**src/hw/rtl/pod_pkg.sv**
```systemverilog
package pod_pkg;

    // register map, index = byte address / 4
    localparam int unsigned CFG_ADDR_W = 5;
    localparam int unsigned CFG_IDX_W  = 3;

    localparam logic [CFG_IDX_W-1:0] REG_NEAR_LIMIT   = 3'd0;
    localparam logic [CFG_IDX_W-1:0] REG_MIN_VALID    = 3'd1;
    localparam logic [CFG_IDX_W-1:0] REG_MAX_VALID    = 3'd2;
    localparam logic [CFG_IDX_W-1:0] REG_DEBOUNCE     = 3'd3;
    localparam logic [CFG_IDX_W-1:0] REG_MAG_LIMIT_X  = 3'd4;
    localparam logic [CFG_IDX_W-1:0] REG_MAG_LIMIT_Y  = 3'd5;
    localparam logic [CFG_IDX_W-1:0] REG_MAG_LIMIT_Z  = 3'd6;

    localparam logic [15:0] RST_NEAR_LIMIT  = 16'd10000;
    localparam logic [15:0] RST_MIN_VALID   = 16'd100;
    localparam logic [15:0] RST_MAX_VALID   = 16'd50000;
    localparam logic [7:0]  RST_DEBOUNCE    = 8'd3;
    localparam logic [15:0] RST_MAG_LIMIT_X = 16'd100;
    localparam logic [15:0] RST_MAG_LIMIT_Y = 16'd49;
    localparam logic [15:0] RST_MAG_LIMIT_Z = 16'd349;

    localparam logic [7:0] RUN_MAX = 8'hFF;

    typedef struct packed {
        logic [15:0] near_limit;
        logic [15:0] min_valid_distance;
        logic [15:0] max_valid_distance;
        logic [7:0]  debounce_count;
        logic [15:0] mag_limit_x;
        logic [15:0] mag_limit_y;
        logic [15:0] mag_limit_z;
    } t_cfg;

    typedef struct packed {
        logic [15:0]        distance;
        logic               distance_invalid;
        logic signed [15:0] field_x;
        logic signed [15:0] field_y;
        logic signed [15:0] field_z;
    } t_item;

    typedef struct packed {
        logic occupied;
        logic used_magnetic;
        logic baseline_taken;
        logic magnetic_event;
    } t_result;

endpackage

```
**src/hw/rtl/pod_cfg_regs.sv**
```systemverilog
module pod_cfg_regs
    import pod_pkg::*;
(
    input  logic                  i_clk,
    input  logic                  i_rst_n,
    input  logic                  psel,
    input  logic                  penable,
    input  logic                  pwrite,
    input  logic [CFG_ADDR_W-1:0] paddr,
    input  logic [31:0]           pwdata,
    output logic [31:0]           prdata,
    output logic                  pready,
    output t_cfg                  o_cfg
);

    t_cfg                 r_cfg;
    logic                 w_wr;
    logic [CFG_IDX_W-1:0] w_idx;

    assign pready = 1'b1;
    assign w_wr   = psel && penable && pwrite;
    assign w_idx  = paddr[CFG_ADDR_W-1:2];
    assign o_cfg  = r_cfg;

    always_ff @(posedge i_clk) begin
        if (!i_rst_n) begin
            r_cfg.near_limit         <= RST_NEAR_LIMIT;
            r_cfg.min_valid_distance <= RST_MIN_VALID;
            r_cfg.max_valid_distance <= RST_MAX_VALID;
            r_cfg.debounce_count     <= RST_DEBOUNCE;
            r_cfg.mag_limit_x        <= RST_MAG_LIMIT_X;
            r_cfg.mag_limit_y        <= RST_MAG_LIMIT_Y;
            r_cfg.mag_limit_z        <= RST_MAG_LIMIT_Z;
        end else if (w_wr) begin
            case (w_idx)
                REG_NEAR_LIMIT:  r_cfg.near_limit         <= pwdata[15:0];
                REG_MIN_VALID:   r_cfg.min_valid_distance <= pwdata[15:0];
                REG_MAX_VALID:   r_cfg.max_valid_distance <= pwdata[15:0];
                REG_DEBOUNCE:    r_cfg.debounce_count     <= pwdata[7:0];
                REG_MAG_LIMIT_X: r_cfg.mag_limit_x        <= pwdata[15:0];
                REG_MAG_LIMIT_Y: r_cfg.mag_limit_y        <= pwdata[15:0];
                REG_MAG_LIMIT_Z: r_cfg.mag_limit_z        <= pwdata[15:0];
                default: ;
            endcase
        end
    end

    always_comb begin
        case (w_idx)
            REG_NEAR_LIMIT:  prdata = {16'd0, r_cfg.near_limit};
            REG_MIN_VALID:   prdata = {16'd0, r_cfg.min_valid_distance};
            REG_MAX_VALID:   prdata = {16'd0, r_cfg.max_valid_distance};
            REG_DEBOUNCE:    prdata = {24'd0, r_cfg.debounce_count};
            REG_MAG_LIMIT_X: prdata = {16'd0, r_cfg.mag_limit_x};
            REG_MAG_LIMIT_Y: prdata = {16'd0, r_cfg.mag_limit_y};
            REG_MAG_LIMIT_Z: prdata = {16'd0, r_cfg.mag_limit_z};
            default:         prdata = 32'd0;
        endcase
    end

endmodule

```
**src/hw/rtl/pod_track.sv**
```systemverilog
module pod_track
    import pod_pkg::*;
(
    input  logic    i_clk,
    input  logic    i_rst_n,
    input  logic    i_adv,
    input  t_item   i_item,
    input  t_cfg    i_cfg,
    output t_result o_res
);

    logic [7:0]  r_near_run, n_near_run;
    logic [7:0]  r_far_run,  n_far_run;
    logic        r_occ,      n_occ;
    logic [15:0] r_base_x,   n_base_x;
    logic [15:0] r_base_y,   n_base_y;
    logic [15:0] r_base_z,   n_base_z;

    logic        w_valid;
    logic        w_near;
    logic        w_base_zero;
    logic signed [16:0] w_dx, w_dy, w_dz;
    logic [16:0] w_ax, w_ay, w_az;
    logic        w_event;

    // distance window
    assign w_valid = !i_item.distance_invalid
                     && (i_item.distance > i_cfg.min_valid_distance)
                     && (i_item.distance <= i_cfg.max_valid_distance);
    assign w_near  = i_item.distance < i_cfg.near_limit;

    // per-axis |reading - baseline|, 17 bits covers the full span
    assign w_dx = {i_item.field_x[15], i_item.field_x} - $signed({r_base_x[15], r_base_x});
    assign w_dy = {i_item.field_y[15], i_item.field_y} - $signed({r_base_y[15], r_base_y});
    assign w_dz = {i_item.field_z[15], i_item.field_z} - $signed({r_base_z[15], r_base_z});
    assign w_ax = w_dx[16] ? 17'(-w_dx) : 17'(w_dx);
    assign w_ay = w_dy[16] ? 17'(-w_dy) : 17'(w_dy);
    assign w_az = w_dz[16] ? 17'(-w_dz) : 17'(w_dz);

    assign w_base_zero = (r_base_x == 16'd0) && (r_base_y == 16'd0) && (r_base_z == 16'd0);
    assign w_event = !w_base_zero
                     && ((w_ax > {1'b0, i_cfg.mag_limit_x})
                      || (w_ay > {1'b0, i_cfg.mag_limit_y})
                      || (w_az > {1'b0, i_cfg.mag_limit_z}));

    always_comb begin
        n_near_run = r_near_run;
        n_far_run  = r_far_run;
        n_occ      = r_occ;
        n_base_x   = r_base_x;
        n_base_y   = r_base_y;
        n_base_z   = r_base_z;
        if (w_valid) begin
            if (w_near) begin
                n_near_run = (r_near_run == RUN_MAX) ? RUN_MAX : r_near_run + 8'd1;
                n_far_run  = 8'd0;
            end else begin
                n_far_run  = (r_far_run == RUN_MAX) ? RUN_MAX : r_far_run + 8'd1;
                n_near_run = 8'd0;
            end
            // only one run is nonzero, so at most one of these fires
            if (n_near_run > i_cfg.debounce_count) begin
                n_occ = 1'b1;
            end else if (n_far_run > i_cfg.debounce_count) begin
                n_occ = 1'b0;
            end
        end else if (w_base_zero || w_event) begin
            n_base_x = i_item.field_x;
            n_base_y = i_item.field_y;
            n_base_z = i_item.field_z;
            if (w_event) begin
                n_occ = !r_occ;
            end
        end
    end

    always_comb begin
        o_res.occupied       = n_occ;
        o_res.used_magnetic  = !w_valid;
        o_res.baseline_taken = !w_valid && w_base_zero;
        o_res.magnetic_event = !w_valid && w_event;
    end

    always_ff @(posedge i_clk) begin
        if (!i_rst_n) begin
            r_near_run <= 8'd0;
            r_far_run  <= 8'd0;
            r_occ      <= 1'b0;
            r_base_x   <= 16'd0;
            r_base_y   <= 16'd0;
            r_base_z   <= 16'd0;
        end else if (i_adv) begin
            r_near_run <= n_near_run;
            r_far_run  <= n_far_run;
            r_occ      <= n_occ;
            r_base_x   <= n_base_x;
            r_base_y   <= n_base_y;
            r_base_z   <= n_base_z;
        end
    end

endmodule

```
**src/hw/rtl/parking_occupancy_detector_core.sv**
```systemverilog
// Parking spot occupancy detector. Each request on the slave stream is one
// sensor tick (a distance sample plus a 3-axis magnetometer reading) and
// produces exactly one result on the master stream. A distance inside the
// configured window drives debounced near/far run counters; otherwise the
// magnetic path captures a baseline or flags a field change that toggles
// occupancy. Throughput is one request per clock while the master side takes
// results: a request is held in the input register, the decision logic and
// state update run between that register and the result register, and
// o_m_tvalid rises when the result register is loaded. A stalled master side
// backs up through the two registers; the slave side keeps accepting as
// long as either has room.
// Configuration is through the APB port (7 registers at byte address 4*i)
// and should only be changed while no request is in flight.
module parking_occupancy_detector_core
    import pod_pkg::*;
(
    input  logic                  i_clk,
    input  logic                  i_rst_n,
    // slave stream
    input  logic                  i_s_tvalid,
    output logic                  o_s_tready,
    input  logic [63:0]           i_s_tdata,  // distance[15:0], field_x, field_y, field_z
    input  logic                  i_s_tuser,  // distance_invalid
    // master stream
    output logic                  o_m_tvalid,
    input  logic                  i_m_tready,
    output logic [7:0]            o_m_tdata,  // occupied, baseline_taken, magnetic_event, 0
    output logic                  o_m_tuser,  // used_magnetic
    // APB config
    input  logic                  psel,
    input  logic                  penable,
    input  logic                  pwrite,
    input  logic [CFG_ADDR_W-1:0] paddr,
    input  logic [31:0]           pwdata,
    output logic [31:0]           prdata,
    output logic                  pready
);

    t_cfg    w_cfg;
    t_item   r_in;
    logic    r_in_valid;
    t_result r_out;
    logic    r_out_valid;
    t_result w_res;
    logic    w_adv;

    pod_cfg_regs u_cfg (
        .i_clk   (i_clk),
        .i_rst_n (i_rst_n),
        .psel    (psel),
        .penable (penable),
        .pwrite  (pwrite),
        .paddr   (paddr),
        .pwdata  (pwdata),
        .prdata  (prdata),
        .pready  (pready),
        .o_cfg   (w_cfg)
    );

    // input register moves into result register whenever there is room
    assign w_adv      = r_in_valid && (!r_out_valid || i_m_tready);
    assign o_s_tready = !r_in_valid || w_adv;

    pod_track u_track (
        .i_clk   (i_clk),
        .i_rst_n (i_rst_n),
        .i_adv   (w_adv),
        .i_item  (r_in),
        .i_cfg   (w_cfg),
        .o_res   (w_res)
    );

    always_ff @(posedge i_clk) begin
        if (!i_rst_n) begin
            r_in_valid  <= 1'b0;
            r_out_valid <= 1'b0;
        end else begin
            if (o_s_tready) begin
                r_in_valid <= i_s_tvalid;
            end
            if (w_adv) begin
                r_out_valid <= 1'b1;
            end else if (i_m_tready) begin
                r_out_valid <= 1'b0;
            end
        end
    end

    // payload, no reset
    always_ff @(posedge i_clk) begin
        if (i_s_tvalid && o_s_tready) begin
            r_in.distance         <= i_s_tdata[15:0];
            r_in.distance_invalid <= i_s_tuser;
            r_in.field_x          <= i_s_tdata[31:16];
            r_in.field_y          <= i_s_tdata[47:32];
            r_in.field_z          <= i_s_tdata[63:48];
        end
        if (w_adv) begin
            r_out <= w_res;
        end
    end

    assign o_m_tvalid = r_out_valid;
    assign o_m_tdata  = {5'd0, r_out.magnetic_event, r_out.baseline_taken, r_out.occupied};
    assign o_m_tuser  = r_out.used_magnetic;

    // a held request must not change while waiting for the result register
    a_in_hold: assert property (@(posedge i_clk) disable iff (!i_rst_n)
        r_in_valid && !w_adv |=> r_in_valid && $stable(r_in))
        else $error("input register lost or changed a waiting request");

    // distance-path results never report baseline or event
    a_dist_flags: assert property (@(posedge i_clk) disable iff (!i_rst_n)
        o_m_tvalid && !o_m_tuser |-> o_m_tdata[2:1] == 2'b00)
        else $error("distance result carries magnetic flags");

    // baseline capture and event are exclusive
    a_mag_excl: assert property (@(posedge i_clk) disable iff (!i_rst_n)
        o_m_tvalid |-> !(o_m_tdata[1] && o_m_tdata[2]))
        else $error("baseline capture and magnetic event together");

endmodule

```
**config.mk**
```make
export PLATFORM = sky130hd
export DESIGN_NAME = parking_occupancy_detector_core
export DESIGN_NICKNAME = d
export VERILOG_FILES = /design/src/hw/rtl/pod_pkg.sv /design/src/hw/rtl/pod_cfg_regs.sv /design/src/hw/rtl/pod_track.sv /design/src/hw/rtl/parking_occupancy_detector_core.sv
export SDC_FILE = /design/constraint.sdc
export NUM_CORES = 1
export LEC_CHECK = 0
export BUFFER_PORTS_ARGS = -buffer_cell sky130_fd_sc_hd__buf_4
export CORE_AREA = 2 2 193 195
export CTS_BUF_LIST = sky130_fd_sc_hd__clkbuf_8
export DETAILED_ROUTE_END_ITERATION = 12
export DIE_AREA = 0 0 195 197
export PLACE_DENSITY_LB_ADDON = 0.15
export SLEW_MARGIN = 15
export SYNTH_ARGS = -nofsm -noshare
export SYNTH_HDL_FRONTEND = slang
export SYNTH_SLANG_ARGS = --single-unit
export TNS_END_PERCENT = 30
```
**constraint.sdc**
```tcl
create_clock -name i_clk -period 5.74 [get_ports i_clk]
set_clock_uncertainty 0.05 [all_clocks]
set_input_delay 1.148 -clock i_clk [delete_from_list [all_inputs] [get_ports i_clk]]
set_output_delay 1.148 -clock i_clk [all_outputs]
set_load 0.005 [all_outputs]
```
After elaboration in Yosys (flattened, before gate mapping)
Cells that the tools add are included.
- output and inout port bits: 44
- input bits: 109
- flip-flop bits (word level): 240
- word-level logic and storage cells: 102
- add/subtract/negate cells: 8
- bitwise operators: 1
- reductions and logical operators: 36
- equality and inequality tests: 8
- muxes and demuxes: 17
- $lt $le $gt $ge: 8
- operators by type and width (cell ; number):
    case mux 16 bit (7 select lines) ; 1
    greater-than comparator 17 x 16 -> 1 bit ; 3
    two-way mux 17 bit ; 3
    negation 17 bit ; 3
    subtractor 16 x 16 -> 17 bit ; 3
    logical NOT 16 bit ; 3
    two-way mux 8 bit ; 6
    adder 8 x 1 -> 8 bit (second input constant) ; 2
    == test 8 bit (second input constant) ; 2
    greater-than comparator 16 bit ; 1
    greater-than comparator 8 bit ; 2
    less-or-equal comparator 16 bit ; 1
    < comparator 16 bit ; 1
    AND reduction 2 bit ; 8
    logical AND 1 bit ; 11
    == test 3 bit (second input constant) ; 3
    two-way mux 1 bit ; 7
    == test 3 x 2 -> 1 bit (second input constant) ; 2
    logical NOT 1 bit ; 6
    logical OR 1 bit ; 5
    == test 3 x 1 -> 1 bit (second input constant) ; 1
    logical NOT 3 bit ; 1
    AND reduction 3 bit ; 1
    nonzero test 2 bit ; 1
    inverter 1 bit ; 1

Depth between registers and ports, before layout
- depth after elaboration: 10
- depth in mapped cells: 27
- gate-level depth less buffers: 24

Modules after synthesis
A second synthesis with hierarchy kept.
- cell total of the unflattened synthesis: 1886
- area, all modules: 16575.9 µm²
- modules (own cells, without submodules) (module ; seq. area each (µm²) ; cells each ; instances ; area an instance (µm²)):
    pod_track ; 1301.2 ; 1294 ; 1 ; 9469.1
    pod_cfg_regs ; 2082.0 ; 508 ; 1 ; 4889.7
    parking_occupancy_detector_core ; 2112.0 ; 84 ; 1 ; 2217.1

Worst setup path before layout
Ideal clock, no wire load.
- path kind: register to register
- from: register r_in[6] (netlist name)
- to: register u_track.r_base_y[10]
- setup time: 118 ps
- cell stages (with the launch flop): 26
- buffers on the path: 5
- arrival: 4828 ps
- clock period less this slack: 4996 ps
- slack: 744 ps
- required time: 5572 ps
- cell sequence: edfxtp_1 -> ha_1 -> buf_2 -> and4_1 -> clkbuf_1 -> a21o_1 -> a21o_1 -> a21oi_1 -> nand2b_1 -> a31oi_1 -> clkbuf_1 -> nor2_1 -> xnor2_1 -> ha_1 -> a21o_1 -> a21o_1 -> a211oi_1 -> o21ai_0 -> or3_1 -> nand2_1 -> o211ai_1 -> nor3_2 -> a311oi_4 -> buf_6 -> buf_12 -> mux2i_1
- word-level cells in the longest chain between the ends: 8
- ends and longest elaborated chain (what ; RTL line ; RTL):
    start, declared ; parking_occupancy_detector_core.sv:40 ; t_item r_in;
    subtractor 16 x 16 -> 17 bit (*) ; pod_track.sv:35 ; assign w_dz = {i_item.field_z[15], i_item.field_z} - $signed({r_base_z[15], r_base_z});
    negation 17 bit ; pod_track.sv:38 ; assign w_az = w_dz[16] ? 17'(-w_dz) : 17'(w_dz);
    two-way mux 17 bit (*) ; pod_track.sv:38 ;
    greater-than comparator 17 x 16 -> 1 bit (*) ; pod_track.sv:44 ; || (w_az > {1'b0, i_cfg.mag_limit_z}));
    logical OR 1 bit (*) ; pod_track.sv:44 ;
    logical AND 1 bit (*) ; pod_track.sv:42 ; && ((w_ax > {1'b0, i_cfg.mag_limit_x})
    logical OR 1 bit (*) ; pod_track.sv:67 ; end else if (w_base_zero || w_event) begin
    AND reduction 3 bit (no line) (*) ; n/a ;
    end signal, assigned ; pod_track.sv:97 ; r_base_y <= n_base_y;
    end, declared ; pod_track.sv:16 ; logic [15:0] r_base_y, n_base_y;
Every way passes the cells marked *; elsewhere a longest branch is shown, timed or not.
A chain may end at the register's enable or synchronous reset.

Final worst setup path
- from: register r_in[0] (netlist name)
- to: register u_track.r_base_y[14]
The elaborated chain is that of the path after synthesis.

==> run metrics <==
status=finished clean; die width=roughly 200 um; Critical Path RT=6.19 ns; largest incremental delay on the critical path=between 0.4 and 0.5 ns; clk slew on worst S/H paths=approximately 0.060 ns; Cells after DPL=around 2.5k; Root Driver=clkbuf_8; Critical path buffers and inverters=5; core area=~36,000 um2; Crit. End Element=flop; fmax=roughly 190 MHz; DR WL/cell=approximately 17 um; clk_lat worst skew=0.65 ns; Slew @ Worst Pin=1.02 ns; Reg area=around 5500 um2; Port Buf Inserts=between 100 and 150; Hold Path Class=reg2reg; Area Overhead vs Synth=14.0%; total power=roughly 5000 uW; largest net degree at the start of global routing=96; Worst Reg-to-Reg Cells=26; Max Cap Viol=0; Non-Filler Instances=roughly 2.5k; ys async rst share=0; num rows=70; Post-Synthesis Cells=between 1.5k and 2k; post-route ant nets=0; Nets=2,314; Synthesis Warnings=0; CP max FO=24; Residual DRC=0; startpoint types=flop; CTS buffer count=between 40 and 50; Max Root-Sink Buffers=3; Final Cycle Share=0.940; sequential cell area fraction in the yosys report=0.339; vias in the first global route=~13k; I/O pin count=about 150; CTS tree=done; initial antenna violation count=0; Layout fillers=3,467; routed wire length=around 44,000 um; clk sink count=between 200 and 250; vias=around 14k; setup TNS=0 ns; slew margin rel.=0.319; VDD IR max=194 uV; global-route wire length before repair=between 60,000 and 70,000 um; critical path type=reg2reg; via/cell ratio=around 5.5; area occupied by multi-input gates=slightly below 10,000 um2; Final Slew Violations=0; Mapped Avg Cell Area=between 8 and 9 um2; CTS Hold Bufs=0; EDFF count, synth=roughly 70; static leakage=between 0.007 and 0.008 uW; final hold vios=0; share of layout cells above drive strength 1=0.122; #FFs+latches synth=240; CTS H-tree lvls=2; grt ovf=0; CP Data Arrival Time=roughly 5.8 ns; 1st-iter DRT viols=900; Die ar.=slightly below 40,000 um2; kind of cell adding the most delay to the critical path=simple AND/OR/NAND/NOR gates; n_diodes=0; PD cells=between 200 and 300 nW/um2; DP HPWL=32,700 um; most common flop cell mapped by yosys=dfxtp_1; Hold Path Stages=2; GP Congestion=between 0.8 and 0.9; chip height=around 200 um; Initial Util=0.447; Setup-failing EPs final=0; Mapped Area=about 16,000 um2; RSZ-0062 raised after global routing=false; GRT Util Overall=0.228; Worst path slowest cell=fa_1; Synth cell types=84; instance count on the critical path=26; post-layout min period=about 5.4 ns; TritonRoute pass-1 iters=6
power by group:
| part | switching [uW] | leakage [uW] | internal [uW] | total (uW) |
|---|---|---|---|---|
| Sequential | 51.7 | 0.00206 | 1810 | 1870 |
| Combinational | 760 | 0.00485 | 587 | 1350 |
| Clock | 786 | 0.000532 | 956 | 1740 |
| Total | 1600 | 0.00744 | 3360 | 4950 |
flip-flops by register name, indices dropped and copies added, names as in the netlist:
signal	flops
u_cfg.o_cfg	104
r_in	65
u_track.r_base_x	16
u_track.r_base_y	16
u_track.r_base_z	16
u_track.r_far_run	8
u_track.r_near_run	8
o_m_tdata	3
o_m_tuser	1
o_m_tvalid	1
r_in_valid	1
u_track.r_occ	1
final cells by class:
cell class / count / area share
Clock buffer: 51 / 0.0380
Clock inverter: 30 / 0.0123
Inverter: 174 / 0.0354
Multi-Input combinational cell: 1442 / 0.529
Sequential cell: 240 / 0.298
Tap cell: 468 / 0.0317
Timing Repair Buffer: 135 / 0.0565
through the flow:
step / util / hold slack, ns / cell area [um2] / worst slack [ns]
2_1_floorplan: - / 0.386 / 16300 / 0.744
3_3_place_gp: 0.478 / 0.392 / 17300 / 0.260
3_5_place_dp: 0.478 / 0.396 / 17300 / 0.170
4_1_cts: 0.504 / 0.404 / 18300 / 0.113
5_1_grt: 0.509 / 0.424 / 18500 / 0.000202
6_report: 0.509 / 0.403 / 18500 / 0.346
logic make-up (layout without fill, tap and decap cells):
group | after synthesis | count (layout) | synth area share
muxes | 89 | 89 | 0.0622
DFF | 240 | 240 | 0.339
other | 2 | 22 | 0.000463
AOI/OAI and AO/OA | 441 | 441 | 0.175
adders and majority gates | 167 | 167 | 0.130
buffers and inverters | 272 | 390 | 0.0711
and+or+nand+nor | 643 | 643 | 0.179
xor gates and xnor gates | 80 | 80 | 0.0432
worst reg2reg max path: stages, from the launching register on:
cell	delay (ns)
edfxtp_1	0.38
inv_1	0.07
ha_1	0.17
inv_1	0.06
fa_1	0.42
a21oi_2	0.20
o21ai_2	0.12
a21o_1	0.23
a21o_1	0.24
xor2_2	0.20
nor4b_2	0.32
and3_1	0.22
nor2_1	0.06
xor2_1	0.24
ha_1	0.29
or3_1	0.36
o21ai_0	0.07
a21oi_1	0.08
or3_1	0.33
nand2_1	0.07
o211ai_1	0.10
nor3_2	0.15
buf_4	0.19
a311oi_4	0.11
buf_4	0.17
clkbuf_16	0.20
mux2i_1	0.20
placed cells by master (no fill, tap or decap), types with 23 or more instances in the layout:
cell,Yosys,routed
nand2_1,353,353
inv_1,174,186
dfxtp_1,171,170
ha_1,164,164
a21oi_1,156,152
buf_4,24,133
nor2_1,97,96
mux2i_1,77,77
edfxtp_1,69,69
o21ai_0,65,64
xnor2_1,51,51
clkbuf_8,0,51
a21o_1,48,48
o211ai_1,32,32
nand3_1,29,29
xor2_1,29,27
nand4_1,26,26
nand2b_1,24,24
nor3_1,26,23
synthesized netlist by cell type, drive strengths merged, types with 21 or more instances:
cell / instances / share of area
xnor2: 51 / 0.028
a21oi: 157 / 0.049
o211ai: 32 / 0.015
nand2b: 24 / 0.0093
inv: 174 / 0.040
buf: 36 / 0.016
o21ai: 74 / 0.023
nor2: 98 / 0.023
edfxtp: 69 / 0.13
nor3: 27 / 0.0086
o22ai: 21 / 0.0081
nand4: 26 / 0.010
ha: 164 / 0.13
clkbuf: 62 / 0.014
xor2: 29 / 0.016
dfxtp: 171 / 0.21
nand3: 29 / 0.0090
a21o: 48 / 0.022
mux2i: 77 / 0.048
nand2: 353 / 0.082
final timing paths:
kind	from	endpoint	slack (ns)
min	u_cfg.o_cfg[45]	u_cfg.o_cfg[45]	0.40
min reg2reg	u_cfg.o_cfg[45]	u_cfg.o_cfg[45]	0.40
max	r_in[0]	u_track.r_base_y[14]	0.35
max reg2reg	r_in[0]	u_track.r_base_y[14]	0.35
routing by layer:
layer | track usage | vias up | wire [um]
met4 | 0.0910 | 0 | 1400
met5 | 0 | - | 0
met1 | 0.316 | 6493 | 20500
met2 | 0.355 | 407 | 19500
met3 | 0.0378 | 83 | 2740
li1 | - | 6955 | -
what timing repair did:
item	CTS	global route
setup endpoints to repair	0	50
gates resized for setup	0	28
setup buffers	0	7
Power figures use the tool's default switching activity.
